$ cat config.mk
export PLATFORM = sky130hd
export DESIGN_NAME = majority_vote_input_filter_core
export DESIGN_NICKNAME = d
export VERILOG_FILES = /design/src/rtl/mvf_pkg.sv /design/src/rtl/majority_vote_input_filter_core.sv /design/src/rtl/mvf_sampler.sv /design/src/rtl/mvf_voter.sv
export SDC_FILE = /design/constraint.sdc
export NUM_CORES = 1
export LEC_CHECK = 0
export BUFFER_PORTS_ARGS = -buffer_cell sky130_fd_sc_hd__buf_4
export CORE_MARGIN = 4
export CORE_UTILIZATION = 50
export DETAILED_ROUTE_END_ITERATION = 8
export GPL_TIMING_DRIVEN = 1
export MAX_ROUTING_LAYER = met4
export PLACE_DENSITY = 0.69
export SYNTH_ARGS = -nofsm -noshare
export SYNTH_HDL_FRONTEND = slang
export SYNTH_SLANG_ARGS = --single-unit
$ cat constraint.sdc
create_clock -name clk -period 4.35 [get_ports clk]
set_input_delay 0.2175 -clock clk [delete_from_list [all_inputs] [get_ports clk]]
set_output_delay 0.2175 -clock clk [all_outputs]
set_load 0.05 [all_outputs]
$ cat src/rtl/mvf_pkg.sv
// Package for the majority-vote input filter.
// Holds widths, reset values and register indexes used by every file of the block.
`timescale 1ns / 1ps
`default_nettype none
package mvf_pkg;

  // Default number of filtered inputs
  localparam int NUM_INPUTS_DEF = 4;

  // Register and counter widths
  localparam int PERIOD_W = 16;
  localparam int WLEN_W   = 8;
  localparam int CNT_W    = 8;
  localparam int CFG_IDX_W  = 1;
  localparam int CFG_DATA_W = PERIOD_W;

  // Saturation limit of the per-input high counters
  localparam logic [CNT_W-1:0] CNT_MAX = {CNT_W{1'b1}};

  // Reset values of the configuration registers
  localparam logic [PERIOD_W-1:0] PERIOD_RST = 16'd10;
  localparam logic [WLEN_W-1:0]   WLEN_RST   = 8'd8;

  // Configuration register indexes
  typedef enum logic [CFG_IDX_W-1:0] {
    CFG_SAMPLE_PERIOD = 1'b0,
    CFG_WINDOW_LENGTH = 1'b1
  } cfg_reg_t;

endpackage
`default_nettype wire

$ cat src/rtl/majority_vote_input_filter_core.sv
// Top level of the majority-vote input filter: input register, configuration
// registers and result register around mvf_sampler and mvf_voter. Uses mvf_pkg.
//
//   channel  signals                               direction  transfer when
//   in       in_valid, in_ready, raw_inputs        input      in_valid && in_ready
//   out      out_valid, out_ready, filtered_inputs,
//            window_done                           output     out_valid && out_ready
//   cfg      cfg_we, cfg_index, cfg_data           input      cfg_we
//
// One tick per cycle while the output is not stalled; a tick is held in the
// input register after its transfer, and its result is loaded into the result
// register once that register is free or draining.
// Filter state updates happen as a tick moves from the input register into the
// result register, through one short stage of counter and compare logic.
// Reset (synchronous, rst high) clears the prescaler, counters, filtered word,
// both pipeline valids and loads the register defaults.
// A stalled output holds its result; the input register still takes a tick
// whenever the result register is free or draining in the same cycle.
`timescale 1ns / 1ps
`default_nettype none
module majority_vote_input_filter_core #(
  parameter int NUM_INPUTS = mvf_pkg::NUM_INPUTS_DEF
) (
  input  wire logic                           clk,
  input  wire logic                           rst,
  input  wire logic                           in_valid,
  output logic                                in_ready,
  input  wire logic [NUM_INPUTS-1:0]          raw_inputs,
  output logic                                out_valid,
  input  wire logic                           out_ready,
  output logic [NUM_INPUTS-1:0]               filtered_inputs,
  output logic                                window_done,
  input  wire logic                           cfg_we,
  input  wire logic [mvf_pkg::CFG_IDX_W-1:0]  cfg_index,
  input  wire logic [mvf_pkg::CFG_DATA_W-1:0] cfg_data
);

  logic [mvf_pkg::PERIOD_W-1:0] sample_period;
  logic [mvf_pkg::WLEN_W-1:0]   window_length;
  logic                         tick_valid;
  logic [NUM_INPUTS-1:0]        tick_raw;
  logic                         advance;
  logic                         sample;
  logic [NUM_INPUTS-1:0]        filtered_next;
  logic                         done_next;

  // Write configuration registers
  always_ff @(posedge clk) begin
    if (rst) begin
      sample_period <= mvf_pkg::PERIOD_RST;
      window_length <= mvf_pkg::WLEN_RST;
    end else if (cfg_we) begin
      unique case (mvf_pkg::cfg_reg_t'(cfg_index))
        mvf_pkg::CFG_SAMPLE_PERIOD: sample_period <= cfg_data[mvf_pkg::PERIOD_W-1:0];
        mvf_pkg::CFG_WINDOW_LENGTH: window_length <= cfg_data[mvf_pkg::WLEN_W-1:0];
        default: ;
      endcase
    end
  end

  // Move a tick forward when the result register is free or draining
  assign advance  = tick_valid && (!out_valid || out_ready);
  assign in_ready = !tick_valid || advance;

  // Hold the accepted tick
  always_ff @(posedge clk) begin
    if (rst) begin
      tick_valid <= 1'b0;
    end else if (in_ready) begin
      tick_valid <= in_valid;
    end
  end

  always_ff @(posedge clk) begin
    if (in_valid && in_ready) begin
      tick_raw <= raw_inputs;
    end
  end

  mvf_sampler u_sampler (
    .clk           (clk),
    .rst           (rst),
    .advance       (advance),
    .sample_period (sample_period),
    .sample        (sample)
  );

  mvf_voter #(
    .NUM_INPUTS (NUM_INPUTS)
  ) u_voter (
    .clk           (clk),
    .rst           (rst),
    .sample        (sample),
    .raw           (tick_raw),
    .window_length (window_length),
    .filtered_next (filtered_next),
    .done_next     (done_next)
  );

  // Load the result register; drop valid once the result is taken
  always_ff @(posedge clk) begin
    if (rst) begin
      out_valid <= 1'b0;
    end else if (advance) begin
      out_valid <= 1'b1;
    end else if (out_ready) begin
      out_valid <= 1'b0;
    end
  end

  always_ff @(posedge clk) begin
    if (advance) begin
      filtered_inputs <= filtered_next;
      window_done     <= done_next;
    end
  end

  // A window can only close on a sampled tick
  a_done_needs_sample: assert property (@(posedge clk) disable iff (rst)
    done_next |-> sample && advance)
    else $error("window closed without a sample");

  // A tick leaving the input register always lands in the result register
  a_advance_fills_out: assert property (@(posedge clk) disable iff (rst)
    advance |=> out_valid)
    else $error("result register not loaded after advance");

  // An accepted tick is held in the input register
  a_accept_fills_tick: assert property (@(posedge clk) disable iff (rst)
    in_valid && in_ready |=> tick_valid)
    else $error("accepted tick lost");

  // A reported window closure carries the sample that produced it
  a_done_flag_source: assert property (@(posedge clk) disable iff (rst)
    advance && !sample |=> !window_done)
    else $error("window_done set on a tick without a sample");

endmodule
`default_nettype wire

$ cat src/rtl/mvf_sampler.sv
// Tick prescaler of the majority-vote input filter: raises a sample strobe
// when the incremented tick count exceeds the sample period. Uses mvf_pkg.
`timescale 1ns / 1ps
`default_nettype none
module mvf_sampler (
  input  wire logic                         clk,
  input  wire logic                         rst,
  input  wire logic                         advance,
  input  wire logic [mvf_pkg::PERIOD_W-1:0] sample_period,
  output logic                              sample
);

  logic [mvf_pkg::PERIOD_W-1:0] prescale_count;
  logic [mvf_pkg::PERIOD_W-1:0] prescale_count_inc;

  // Count the tick with wrap, compare against the period
  always_comb begin
    prescale_count_inc = prescale_count + {{(mvf_pkg::PERIOD_W-1){1'b0}}, 1'b1};
    sample             = advance && (prescale_count_inc > sample_period);
  end

  // Advance the prescaler on every tick transfer, restart after a sample
  always_ff @(posedge clk) begin
    if (rst) begin
      prescale_count <= '0;
    end else if (advance) begin
      prescale_count <= sample ? '0 : prescale_count_inc;
    end
  end

endmodule
`default_nettype wire

$ cat src/rtl/mvf_voter.sv
// Voting core of the majority-vote input filter: per-input high counters,
// window sample index and the filtered word. Uses mvf_pkg.
`timescale 1ns / 1ps
`default_nettype none
module mvf_voter #(
  parameter int NUM_INPUTS = mvf_pkg::NUM_INPUTS_DEF
) (
  input  wire logic                       clk,
  input  wire logic                       rst,
  input  wire logic                       sample,
  input  wire logic [NUM_INPUTS-1:0]      raw,
  input  wire logic [mvf_pkg::WLEN_W-1:0] window_length,
  output logic [NUM_INPUTS-1:0]           filtered_next,
  output logic                            done_next
);

  logic [mvf_pkg::CNT_W-1:0]  high_counts [NUM_INPUTS];
  logic [mvf_pkg::CNT_W-1:0]  counts_bumped [NUM_INPUTS];
  logic [mvf_pkg::WLEN_W-1:0] sample_index;
  logic [mvf_pkg::WLEN_W-1:0] sample_index_inc;
  logic [mvf_pkg::WLEN_W-1:0] threshold;
  logic [NUM_INPUTS-1:0]      vote_word;
  logic [NUM_INPUTS-1:0]      filtered_bits;

  // Bump counters of high inputs with saturation, then vote on the new counts
  always_comb begin
    sample_index_inc = sample_index + {{(mvf_pkg::WLEN_W-1){1'b0}}, 1'b1};
    threshold        = window_length >> 1;
    for (int k = 0; k < NUM_INPUTS; k++) begin
      if (raw[k] && (high_counts[k] != mvf_pkg::CNT_MAX)) begin
        counts_bumped[k] = high_counts[k] + {{(mvf_pkg::CNT_W-1){1'b0}}, 1'b1};
      end else begin
        counts_bumped[k] = high_counts[k];
      end
      vote_word[k] = (counts_bumped[k] >= threshold);
    end
    done_next     = sample && (sample_index_inc >= window_length);
    filtered_next = done_next ? vote_word : filtered_bits;
  end

  // Update state on a sample; clear counters when the window closes
  always_ff @(posedge clk) begin
    if (rst) begin
      sample_index  <= '0;
      filtered_bits <= '0;
      for (int k = 0; k < NUM_INPUTS; k++) begin
        high_counts[k] <= '0;
      end
    end else if (sample) begin
      if (done_next) begin
        sample_index  <= '0;
        filtered_bits <= vote_word;
        for (int k = 0; k < NUM_INPUTS; k++) begin
          high_counts[k] <= '0;
        end
      end else begin
        sample_index <= sample_index_inc;
        for (int k = 0; k < NUM_INPUTS; k++) begin
          high_counts[k] <= counts_bumped[k];
        end
      end
    end
  end

endmodule
`default_nettype wire
==> metrics.csv <==
metric,value,unit
status,"finished, final reports clean",
cts_setup_buffers,0,
grt_max_degree,43,
cts_tree,built,
synth_edf_count,33,
synth_area,5850,µm²
synth_cell_types,56,
p_sw_frac,0.258,
first_pass_iters,7,
use_met1,0.277,
internal-power,1.41,mW
ys_ff_latch,95,
vdd_drop_max,0.207,mV
diodes,0,
grt_usage,0.214,
startpoint_type,register,
gr-total-overflow,0,
avgSynthCellArea,9.11,µm²
power.switching,492,µW
cts_resized,0,
clock_sinks,95,
reg2reg_from,u_sampler.prescale_count[0],
hp-start,raw_inputs[2],
skew,0.00890,ns
grt_first_pass_wirelength,22200,µm
use_met2,0.345,
finalCriticalPeriod,3.86,ns
final_core_util,0.567,
timing.final.crit_share,0.888,
setup_viol,0,
startpoint,u_sampler.prescale_count[0],
drc,0,
worst-path-max-fanout,23,
criticalPathCategory,reg -> reg,
synthArstFlopShare,0,
core_area,11400,µm²
end_kind,register,
dieArea,13500,µm²
power.density,295,nW/µm²
worstSkewPairLatency,0.35,ns
power,1.91,mW
fmax,259,MHz
synth_warnings,0,
die_w,116,µm
clk_pin_slew,0.07,ns
synth_nets,726,
cts_max_level,3,
start_util,0.512,
ys_seq_area_frac,0.382,
rsz0062_at_grt,no,
drv_cap,0,
tightest_slew,1.03,ns
critical_path_arrival,4.05,ns
fp.dieH,116,µm
cts_inserted_buffers,9,
p_leak,2.68,nW
hold_buffers,0,
drv_slew,0,
setup_tns,0,ns
hold_viol_final,0,
clock_path_buffers,2,
dpl.hpwl,9580,µm
grt_pass1_vias,4728,
hold-worst-slack,0.0450,ns
grt.busiest_layer,met2,
vias,4723,
p_seq_frac,0.505,
crit_required,4.54,ns
grt_util_met3,0.0275,
drt_wl_total,13100,µm
slew_headroom,0.310,
port_buffers,32,
initialDrtViolationCount,274,
hold_path_class,in -> reg,
viasPerCell,5.80,
comb_power_share,0.109,
drive_above_1_share,0.112,
pin_count,33,
placementRows,39,
power.share.clock,0.386,
area_growth_syn_to_layout,10.7,%
synth_ff_type,dfxtp_1,
fin_nets,751,
cts-root-buf,clkbuf_16,
antenna_left,0,
wl_per_cell,16.1,µm
antenna_found_initial,0,
gp_congestion,0.907,
syn_inst,642,
==> cells in the mapped netlist, drive strengths merged, types with 5 or more instances <==
library cell,instances,area share
nor3,18,0.016
nor2b,20,0.021
o211a,5,0.0086
nor2,45,0.032
clkbuf,14,0.0090
buf,10,0.013
mux2i,7,0.012
o21ai,17,0.015
nand4,18,0.019
a21o,9,0.012
ha,58,0.12
nand2,79,0.051
and3,12,0.014
edfxtp,33,0.17
a21oi,57,0.049
o211ai,14,0.020
nand3,29,0.027
inv,31,0.020
dfxtp,62,0.21
xnor2,25,0.037
o21a,6,0.0077
xor2,28,0.045
==> area by class of cell <==
| class | count | area, µm² |
|---|---|---|
| tap | 143 | 179 |
| clock buffer | 10 | 229 |
| timing repair buffer | 38 | 298 |
| clock inverter | 6 | 43.8 |
| sequential | 95 | 2230 |
| inverter | 32 | 120 |
| multi-input combinational | 491 | 3370 |
| fill | 1018 | 4950 |
==> per-stage QoR <==
step	worst slack [ns]	instances	cell area, µm²
detailed placement	0.547	799	6200
finish	0.489	815	6470
CTS	0.479	815	6470
global placement	0.685	799	6200
global route	0.233	815	6470
floorplan	0.712	642	5850
==> cells in the final DEF (no fill, tap or decap), types with 2 or more instances in the layout <==
cell type / instances
o21a_1: 6
or3_1: 3
and2_1: 3
and3_1: 9
nand2_1: 79
and3_2: 2
a41o_1: 4
nor2b_1: 20
nor2_1: 43
inv_6: 2
a31oi_1: 2
edfxtp_1: 33
clkinv_2: 2
inv_1: 31
o21ai_0: 14
nand3_1: 26
o41ai_1: 4
nand2b_1: 4
dfxtp_1: 62
o211a_1: 5
buf_4: 37
o2111ai_1: 3
a21oi_1: 56
mux2i_1: 7
nor3_1: 17
ha_1: 58
nor3b_1: 2
xnor2_1: 25
nand4_1: 18
o211ai_2: 2
a21o_1: 9
clkbuf_16: 9
nand3_2: 3
xor2_1: 27
mux2_2: 4
and4_1: 4
o211ai_1: 12
o21ai_1: 2
==> metal layers <==
metal | part of all wire | vias up | wire [µm]
met5 | 0 | - | 0
met4 | 0.017 | 0 | 229
met3 | 0.037 | 19 | 481
met2 | 0.48 | 103 | 6340
met1 | 0.46 | 2257 | 6050
li1 | - | 2344 | -
==> critical path, cell delays in order, from the launching register on <==
cell      delay (ns)
dfxtp_1         0.44
nand3_2         0.15
or4b_1          0.75
nor3_2          0.28
xor2_1          0.10
ha_1            0.33
nand4_1         0.14
or3_4           0.43
o211ai_2        0.21
nand3_2         0.42
buf_4           0.31
nor2b_1         0.13
==> final timing paths <==
path / cells past startpoint / slack [ns] / end
setup / recovery: 11 / 0.49 / u_voter.high_counts[0][2]
hold / removal: 1 / 0.05 / tick_raw[2]
setup reg to reg: 11 / 0.49 / u_voter.high_counts[0][2]
hold reg to reg: 2 / 0.45 / window_length[5]
==> power by group through the flow <==
stage / Combinational, mW / Sequential, mW / Clock [mW]
4_1_cts: 0.208 / 0.961 / 0.756
5_1_grt: 0.232 / 0.964 / 0.790
3_3_place_gp: 0.198 / 0.980 / 0
2_1_floorplan: 0.133 / 0.984 / 0
3_5_place_dp: 0.205 / 0.981 / 0
6_report: 0.208 / 0.962 / 0.737
==> state kept, by name (all words and copies together) (netlist names) <==
register	count
filtered_inputs	4
tick_raw	4
tick_valid	1
out_valid	1
sample_period	16
window_done	1
window_length	8
u_voter.high_counts	32
u_voter.filtered_bits	4
u_voter.sample_index	8
u_sampler.prescale_count	16
==> cell families (layout without fill, tap and decap cells) <==
kind of cell / after synthesis / in the layout / share of synthesized area
simple gates: 243 / 243 / 0.210
compound gates: 126 / 126 / 0.139
flops: 95 / 95 / 0.382
fa+ha+maj: 58 / 58 / 0.124
buf+inv: 56 / 86 / 0.0426
xor+xnor: 53 / 53 / 0.0826
mux: 11 / 11 / 0.0197
(Power assumes the default switching activity.)
